<file path="config.mk">
export PLATFORM = sky130hd
export DESIGN_NAME = tgem_cell
export DESIGN_NICKNAME = d
export VERILOG_FILES = /design/src/rtl/core/tgem_pkg.sv /design/src/rtl/core/tgem_cell.sv
export SDC_FILE = /design/constraint.sdc
export NUM_CORES = 1
export LEC_CHECK = 0
export BUFFER_PORTS_ARGS = -buffer_cell sky130_fd_sc_hd__buf_2
export CAP_MARGIN = 20
export CORE_UTILIZATION = 37
export CTS_CLUSTER_DIAMETER = 100
export DETAILED_ROUTE_END_ITERATION = 10
export PLACE_DENSITY = 0.74
export SLEW_MARGIN = 20
export SYNTH_ARGS = -nofsm -noshare
export SYNTH_HDL_FRONTEND = slang
export SYNTH_SLANG_ARGS = --single-unit
</file>
<file path="constraint.sdc">
create_clock -name i_clk -period 2.1 [get_ports i_clk]
set_input_delay 0.105 -clock i_clk [delete_from_list [all_inputs] [get_ports i_clk]]
set_output_delay 0.105 -clock i_clk [all_outputs]
set_load 0.01 [all_outputs]
</file>
<file path="src/rtl/core/tgem_pkg.sv">
// Shared types, constants and helpers for the threshold gradient edge map.
// Used by the queue cell, the line buffer and the top level.
package tgem_pkg;

    localparam int MAX_WIDTH   = 1024;
    localparam int MAX_HEIGHT  = 1024;
    localparam int COL_W       = $clog2(MAX_WIDTH);
    localparam int ROW_W       = $clog2(MAX_HEIGHT);
    localparam int PIX_W       = 8;
    localparam int SIZE_W      = 11;
    localparam int OUT_W       = 10;
    localparam int CFG_IDX_W   = 2;
    localparam int CFG_DATA_W  = 11;
    localparam int QUEUE_DEPTH = 4;
    localparam int SLOT_N      = 3;
    localparam int SLOT_W      = 2;

    localparam logic [CFG_IDX_W-1:0] CFG_THRESHOLD    = 2'd0;
    localparam logic [CFG_IDX_W-1:0] CFG_FRAME_WIDTH  = 2'd1;
    localparam logic [CFG_IDX_W-1:0] CFG_FRAME_HEIGHT = 2'd2;

    typedef struct packed {
        logic             edge_bit;
        logic [OUT_W-1:0] out_row;
        logic [OUT_W-1:0] out_col;
        logic             frame_done;
    } t_result;

    // All results released by one pixel, oldest in slot 0.
    typedef struct packed {
        logic [SLOT_W-1:0]        count;
        t_result [SLOT_N-1:0]     slot;
    } t_record;

    typedef struct packed {
        logic pop;
        logic push;
    } t_cell_ctl;

    function automatic logic exceeds(input logic [PIX_W-1:0] a,
                                     input logic [PIX_W-1:0] b,
                                     input logic [PIX_W-1:0] thr);
        logic [PIX_W-1:0] diff;
        diff = (a > b) ? (a - b) : (b - a);
        return diff > thr;
    endfunction

endpackage

</file>
<file path="src/rtl/core/tgem_cell.sv">
// One cell of the output record queue: holds one record and shifts it toward
// the head on a pop. Depends on tgem_pkg.
module tgem_cell import tgem_pkg::*; (
    input  logic      i_clk,
    input  logic      i_rst_n,
    input  t_cell_ctl i_ctl,
    input  logic      i_up_valid,
    input  t_record   i_up_data,
    input  t_record   i_push_data,
    input  logic      i_down_pvalid,
    output logic      o_valid,
    output t_record   o_data,
    output logic      o_pvalid
);

    logic    r_valid;
    logic    n_valid;
    t_record r_data;
    t_record n_data;
    logic    w_load_push;

    always_comb begin
        // occupancy once the pop has moved everything one step forward
        o_pvalid    = i_ctl.pop ? i_up_valid : r_valid;
        // take the new record if this is the first free cell after the shift
        w_load_push = i_ctl.push && !o_pvalid && i_down_pvalid;
        n_valid     = o_pvalid || w_load_push;
        n_data      = r_data;
        if (i_ctl.pop) begin
            n_data = i_up_data;
        end
        if (w_load_push) begin
            n_data = i_push_data;
        end
    end

    always_ff @(posedge i_clk) begin
        if (!i_rst_n) begin
            r_valid <= 1'b0;
        end else begin
            r_valid <= n_valid;
        end
    end

    always_ff @(posedge i_clk) begin
        r_data <= n_data;
    end

    assign o_valid = r_valid;
    assign o_data  = r_data;

endmodule

</file>
Word-level counts from Yosys, hierarchy flattened

Index checks and enable logic that the tools add are counted.

Output and inout bits: 70
Bits of input ports: 142
Register bits after elaboration: 69
Word-level logic and storage cells: 22

Mux-type cells: 3
Reductions and logical operators: 5

Operator list:

| kind               | count |
|---|---|
| two-way mux 68 bit | 2 |
| logical AND 1 bit  | 2 |
| nonzero test 2 bit | 1 |
| logical NOT 1 bit  | 1 |
| logical OR 1 bit   | 1 |
| two-way mux 1 bit  | 1 |

Logic depth before layout (Yosys ltp)

Gate-level depths: netlist of the first run.

Depth in word-level cells: 5
Gate-level depth with buffers: 5
Gate-level depth less buffers: 3

Worst setup path after synthesis of the first run

Ideal clock, no wire load.

Path type: register -> register
Start point: register r_valid, in the netlist o_valid
End point: register r_data, in the netlist o_data[0], enable pin
Period minus slack after synthesis: 2.351 ns
Data required time: 1.703 ns
Setup time: 0.397 ns
Path buffers: 2
Cell stages (with the launch flop): 6
Slack: -0.251 ns
Data arrival time: 1.955 ns
Cell sequence: dfxtp_1 -> mux2_4 -> nor2_8 -> buf_6 -> buf_8 -> or2_2

Longest elaborated chain between the ends: 5

RTL lines:

| item                                | line            | source |
|---|---|---|
| start: declaration                  | tgem_cell.sv:16 | `logic r_valid;` |
| start signal: assignment            | tgem_cell.sv:41 | `r_valid <= n_valid;` |
| two-way mux 1 bit                   | tgem_cell.sv:24 | `o_pvalid = i_ctl.pop ? i_up_valid : r_valid;` |
| via o_pvalid                        | tgem_cell.sv:13 | `output logic o_pvalid` |
| logical NOT 1 bit                   | tgem_cell.sv:26 | `w_load_push = i_ctl.push && !o_pvalid && i_down_pvalid;` |
| logical AND 1 bit (2 in series)     | tgem_cell.sv:26 |  |
| nonzero test 2 bit (no source line) | -               |  |
| end signal: assignment              | tgem_cell.sv:46 | `r_data <= n_data;` |
| end: declaration                    | tgem_cell.sv:18 | `t_record r_data;` |

The timed path passes the listed nets, and every way through them passes these cells.
A chain may end at the register's enable or synchronous reset.

Worst setup path after layout of the first run

Start point: register r_valid, in the netlist o_valid
End point: register r_data, in the netlist o_data[41], enable pin

Longest elaborated chain between the ends: 5

RTL lines:

| item                                | line |
|---|---|
| two-way mux 1 bit                   | tgem_cell.sv:24 |
| logical NOT 1 bit                   | tgem_cell.sv:26 |
| logical AND 1 bit (2 in series)     | tgem_cell.sv:26 |
| nonzero test 2 bit (no source line) | - |

No other way between the ends.

==> results of run 1 <==
==> synthesized netlist by cell type (all sizes together) <==
| cell type | instances |
|---|---|
| edfxtp | 68 |
| nor2b | 1 |
| dfxtp | 1 |
| or2 | 1 |
| a21oi | 1 |
| nand2 | 1 |
| mux2 | 69 |
| buf | 7 |
| nor2 | 1 |
==> routing by layer <==
metal  global-route usage, %  vias to the layer above
met4                    7.80                        0
met2                    28.4                      126
li1                        -                     1024
met3                    4.44                       17
met1                    14.7                      975
met5                       0                        -
==> final cells by class <==
cell class / instances / share of cell area [%]
clock buffers: 10 / 2.94
clock inverters: 5 / 1.21
multi-input cells: 74 / 19.0
flip-flops and latches: 69 / 47.5
well taps: 102 / 2.94
repair buffers: 216 / 26.4
==> through the flow <==
stage / power (mW) / utilization [%] / hold WS [ps]
floorplan: 1.95 / - / 233
CTS: 3.22 / 56.2 / 37.7
finish: 3.17 / 56.2 / 56.4
detailed placement: 2.22 / 53.7 / 338
global route: 3.31 / 56.2 / 50.6
global placement: 2.21 / 53.7 / 322
==> sequential cells by signal, indices dropped and copies added (netlist names) <==
name	flops
o_data	68
o_valid	1
==> final timing paths <==
path                  from    endpoint  slack (ps)  cells after the start
max reg2reg        o_valid  o_data[41]         410                      5
min reg2reg        o_valid     o_valid         720                      3
max                o_valid  o_data[41]         410                      5
min          i_up_data[58]  o_data[58]          60                      2
==> report_power, final <==
group,total [mW],switching [mW],internal [mW],leakage (nW)
Combinational,0.507,0.228,0.279,1.15
Clock,0.985,0.450,0.536,0.0919
Sequential,1.68,0.0243,1.65,0.683
==> cells in the final DEF (no fill, tap or decap), drive strengths merged <==
master,count
or2,1
clkinv,3
nand2,1
dlygate4sd3,1
buf,215
clkbuf,10
clkinvlp,1
dfxtp,1
nor2,1
mux2,69
bufinv,1
edfxtp,68
a21oi,1
nor2b,1
==> critical path, delay by kind of cell (launching register included) <==
| family | cells | cell delay [ps] |
|---|---|---|
| mux | 1 | 310 |
| simple gates | 2 | 330 |
| buf+inv | 2 | 410 |
| flops | 1 | 320 |
==> repair_timing <==
item | 4_1_cts | 5_1_grt
hold buffers | 1 | 0
endpoints found under the hold margin | 1 | 0
gates resized for setup | 0 | 0
==> cells by family after synthesis <==
family	share of synthesized area, %
compound gates	0.170
buf+inv	2.16
flops	69.9
mux	26.5
simple gates	1.23
==> reports/metrics.cfg, run 1 <==
[routing]
vias=2142
routed-wl-met3_um=551
drt-pass1-iter-count=4
wl_met1_mm=2.18
met2_length_mm=3.34
drt-total-wl_mm=6.22
routedWlPerCell_um=13.1
highest_layer=met4
route.detailed.drc=0
drtIter0Drc=22
detail-route-antenna-nets=0
via_per_inst=4.50

[final_layout]
antennaDiodeCount=0
n_fill_cell=629
stdcell_count=476
seqCellArea_mm2=0.00206
area_growth_pct=47.2
nNetsFinal=512
multi_input_area_um2=825
final_area_mm2=0.00434
layout-drive-gt1-share_pct=77.8

[timing]
worst_slew_margin_rel_pct=86.6
timing.final.ws_setup_ps=415
tns_ps=0
grt_setup_unrepaired=no
max_freq_mhz=593
finClkSkew_ps=9.43
setup_violations=0
worst_slew_pin_slew_ps=201
post-route-period-util_pct=80.3
hold_viol=0
fin_crit_ps=1690
slew_violations=0

[global_routing]
grt_first_pass_wirelength_mm=9.52
overflow=0
track_usage_pct=15.1
antenna_found_initial=0
grt_max_degree=37
grt_pass1_vias=2163

[hold_path]
hp-class=input port to register

[run]
cap_viol_max_count=0

[worst_setup_path]
cp.arrival_ps=1700
crit_required_ps=2120
crit_type=register to register
cp-start-kind=register
max_stage_delay_ps=320
cp_cell_sequence=mux2_4 -> nor2_8 -> buf_12 -> or2_4 -> buf_12
endpoint_kind=register
cp_common_cell=buf_12
critPathSlowestCell=dfxtp_1
cp_max_fo=36

[cts]
clkLatencyLatePin_ps=330
numCtsBuffers=9
post_cts.repair.setup_buffers=0
htree_num_levels=3
clock-sinks=69
path_clk_slew_ps=70
cts_root_buf=clkbuf_8
cts_tree=done
clk_path_buf_depth=2

[placement]
dp_hpwl_mm=4.90
dp_worst_setup_slack_ps=391
numPortBuffers=211
place_area_mm2=0.00415
dp_cells=460
place.gp.congestion=0.727

[synth]
ys_types=13
synth.top_cell.area_share_pct=69.3
synth.largest_area_cell=edfxtp_1
synth_area_leaders=edfxtp_1 (69%), mux2_2 (23%), mux2_1 (3.4%), buf_4 (1.3%), dfxtp_1 (0.68%)
ys_seq_elements=69
syn_area_mm2=0.00295
yosysSeqAreaShare_pct=69.9
syn_avg_cell_area_um2=19.7
syn-num-nets=292
synthCells=150
yosys_warnings=0

[pwr]
p_per_area_mw_per_mm2=730
ir_drop_uv=483
p_leak_nw=1.93

[floorplanning]
die_x_um=91.3
io_pins=212
initial_core_util_pct=38.1
core_mm2=0.00773
die-area_mm2=0.00833
std_cell_rows=32
die_y_um=91.3

[outcome]
status=complete, no violations

Note: power is estimated with default switching activity, not from simulation.
==> run 2, diff against run 1 <==
Settings changed: ABC_AREA from default to 1, CORE_UTILIZATION 37 to 38.
Clock period 2.1 ns to 1.39 ns, I/O delays scaled along.
==> run 2 against run 1 <==
Compared with the run above:
- clock power is 30% higher
- utilization is 5.0 points higher
- die area is 2.3% higher
- critical endpoint is now o_pvalid
- largest power group unchanged
==> reports/metrics.cfg, run 2 <==
[synth]
syn-num-nets=452  ; was 292
syn_avg_cell_area_um2=10.0  ; was 19.7 um^2
synth.top_cell.area_share_pct=65.9  ; was 69.3%
syn_area_mm2=0.00310  ; was 0.00295 mm^2
synth_flop_cell=edfxtp_1  ; unchanged
synthArstFlopShare_pct=0  ; unchanged
yosysMostFrequentCell=nand2_1  ; was edfxtp_1
ys_seq_elements=69  ; unchanged
synthTopCellsByCount=nand2_1 (145), edfxtp_1 (68), nand3_1 (68)  ; was edfxtp_1 (68), mux2_2 (59), mux2_1 (9)
synthCells=310  ; was 150
synth.largest_area_cell=edfxtp_1  ; unchanged
yosys_warnings=0  ; unchanged
yosysSeqAreaShare_pct=66.5  ; was 69.9%
synth_edf_count=68  ; unchanged
synth_area_leaders=edfxtp_1 (66%), nand2_1 (18%), nand3_1 (11%), buf_2 (1.9%), buf_4 (0.73%)  ; was edfxtp_1 (69%), mux2_2 (23%), mux2_1 (3.4%), buf_4 (1.3%), dfxtp_1 (0.68%)
ys_types=11  ; was 13

[routing]
drt-pass1-iter-count=5  ; was 4
drtIter0Drc=83  ; was 22
routedWlPerCell_um=13.5  ; was 13.1 um
via_per_inst=4.68  ; was 4.50
drt-total-wl_mm=8.85  ; was 6.22 mm
route.detailed.drc=0  ; unchanged
detail-route-antenna-nets=0  ; unchanged
vias=3073  ; was 2142

[cts]
htree_num_levels=3  ; unchanged
path_clk_slew_ps=70  ; about the same
clk_path_buf_depth=2  ; unchanged
numCtsBuffers=9  ; unchanged
clock-sinks=69  ; unchanged
cts_root_buf=clkbuf_8  ; unchanged
cts_tree=done  ; unchanged
clkLatencyLatePin_ps=330  ; about the same

[final_layout]
fin_util_pct=61.2  ; was 56.2%
largest_reg_flops=68  ; unchanged
final_common_cell=buf_2  ; unchanged
layout-drive-gt1-share_pct=43.5  ; was 77.8%
final_area_mm2=0.00477  ; was 0.00434 mm^2
area_growth_pct=54.1  ; was 47.2%
final_cell_mix=buf_2 (211), nand2_1 (143), nand3_1 (68), edfxtp_1 (68), dlygate4sd3_1 (28)  ; was buf_2 (211), edfxtp_1 (68), mux2_2 (59), mux2_1 (9), clkbuf_8 (9)
nNetsFinal=693  ; was 512

[timing]
grt_setup_unrepaired=no  ; unchanged
hold_viol=0  ; unchanged
post-route-period-util_pct=90.6
worst_slew_margin_rel_pct=75.5  ; was 86.6%
max_freq_mhz=794
slew_violations=0  ; unchanged
worst_slew_pin_slew_ps=368  ; was 201 ps
finClkSkew_ps=7.51  ; was 9.43 ps
fin_crit_ps=1260
setup_violations=0  ; unchanged

[pwr]
p_leak_nw=2.44  ; was 1.93 nW
share_seq_of_total_power_pct=53.2  ; was 52.9%
comb_power_share_pct=20.2  ; was 16.0%
p_clk_share_pct=26.6  ; was 31.1%
ir_drop_uv=458  ; was 483 uV
power_switching_mw=1.23  ; was 702 uW
p_per_area_mw_per_mm2=1010  ; was 730 mW/mm^2
p_int_mw=3.58  ; was 2.47 mW
swShare_pct=25.5  ; was 22.1%

[floorplanning]
core_mm2=0.00781  ; was 0.00773 mm^2
io_pins=212  ; unchanged
std_cell_rows=32  ; unchanged
initial_core_util_pct=39.7  ; was 38.1%
die_x_um=92.3  ; was 91.3 um
die-area_mm2=0.00852  ; was 0.00833 mm^2
die_y_um=92.3  ; was 91.3 um

[placement]
place.gp.congestion=0.775  ; was 0.727
place_area_mm2=0.00431  ; was 0.00415 mm^2
dp_hpwl_mm=6.19  ; was 4.90 mm
numPortBuffers=211  ; unchanged

[worst_setup_path]
crit_type=register to output port  ; was register to register
cp.arrival_ps=1190  ; was 1700 ps
cp_cell_sequence=inv_1 -> nand2_1 -> nand2_4 -> buf_12 -> inv_1 -> buf_2  ; was mux2_4 -> nor2_8 -> buf_12 -> or2_4 -> buf_12
max_stage_delay_ps=320  ; about the same
cp_max_fo=16  ; was 36
worst-path-buf-inv=4  ; was 2
critPathSlowestCell=dfxtp_2  ; was dfxtp_1
r2r_slack_ps=160  ; was 410 ps
endpoint_kind=output port  ; was register
cp_common_cell=inv_1  ; was buf_12
crit_family=buffers and inverters  ; unchanged
cp-start-kind=register  ; unchanged
crit_required_ps=1320  ; was 2120 ps

[global_routing]
antenna_found_initial=1  ; was 0
grt_first_pass_wirelength_mm=13.7  ; was 9.52 mm
track_usage_pct=21.1  ; was 15.1%
grt_max_degree=37  ; unchanged
grt_pass1_vias=3109  ; was 2163
overflow=0  ; unchanged

[outcome]
status=complete, no violations  ; unchanged

[run]
cap_viol_max_count=0  ; unchanged

[hold_path]
hp-class=input port to register  ; unchanged

[run 2: cell count changes after synthesis, sizes merged]
cell    previous run  this run
a21oi              1         0
buf                7        17
clkbuf             0         4
inv                0         6
mux2              69         0
nand2              1       145
nand3              0        69
nor2               1         0
nor2b              1         0
or2                1         0
[run 2: final timing paths]
| path | from | cells past startpoint | to |
|---|---|---|---|
| worst min register to register | o_valid | 3 | o_data[18] |
| worst min-delay path | i_up_data[56] | 3 | o_data[56] |
| worst max register to register | o_valid | 5 | o_data[4] |
| worst max-delay path | o_valid | 6 | o_pvalid |
[run 2: repair_timing]
| item | 4_1_cts | 5_1_grt |
|---|---|---|
| gates resized for setup | 0 | 1 |
| endpoints found under the setup margin | 0 | 1 |
| hold buffers | 28 | 0 |
| buffers inserted | 0 | 1 |
| endpoints found under the hold margin | 28 | 0 |
[run 2: metrics by stage]
step	instances	setup TNS, ps	hold slack, ps	setup slack [ps]	power [mW]
after floorplan	310	-2080	167	-30.6	3.02
after global placement	612	0	285	206	3.47
after detailed placement	612	0	275	172	3.49
after CTS	654	0	0.692	76.6	4.85
after global routing	657	0	2.79	11.3	5.06
final	657	0	10.2	131	4.81
[run 2: layout make-up]
cell class / instances / area [um^2]
Multi-Input combinational cell: 214 / 918
Tap cell: 102 / 128
Inverter: 6 / 22.5
Fill cell: 670 / 3030
Clock inverter: 3 / 15.0
Antenna cell: 1 / 2.50
Timing Repair Buffer: 251 / 1490
Sequential cell: 69 / 2060
Clock buffer: 11 / 131
[run 2: worst register-to-register path, delay by kind of cell, from the launching register on]
kind | cells | cell delay (ps)
DFF | 1 | 320
buffers and inverters | 1 | 280
and+or+nand+nor | 4 | 370
[run 2: per-layer routing]
| metal | track usage [%] | up-vias | routed length (um) |
|---|---|---|---|
| met5 | 0 | - | 0 |
| li1 | - | 1528 | - |
| met2 | 39.4 | 150 | 4610 |
| met4 | 10.7 | 0 | 218 |
| met1 | 21.8 | 1378 | 3370 |
| met3 | 4.84 | 17 | 652 |
[run 2: cell families after synthesis]
logic type / share of synthesized area [%]
and+or+nand+nor: 28.9
DFF: 66.5
buffers and inverters: 4.60
[run 2: power groups by stage]
| stage | clock (mW) | combinational, mW | sequential [mW] |
|---|---|---|---|
| final | 1.28 | 0.970 | 2.56 |
| after global routing | 1.42 | 1.07 | 2.57 |
| after CTS | 1.34 | 0.952 | 2.56 |
| after detailed placement | 0 | 0.891 | 2.60 |
| after global placement | 0 | 0.872 | 2.59 |
| after floorplan | 0 | 0.309 | 2.71 |
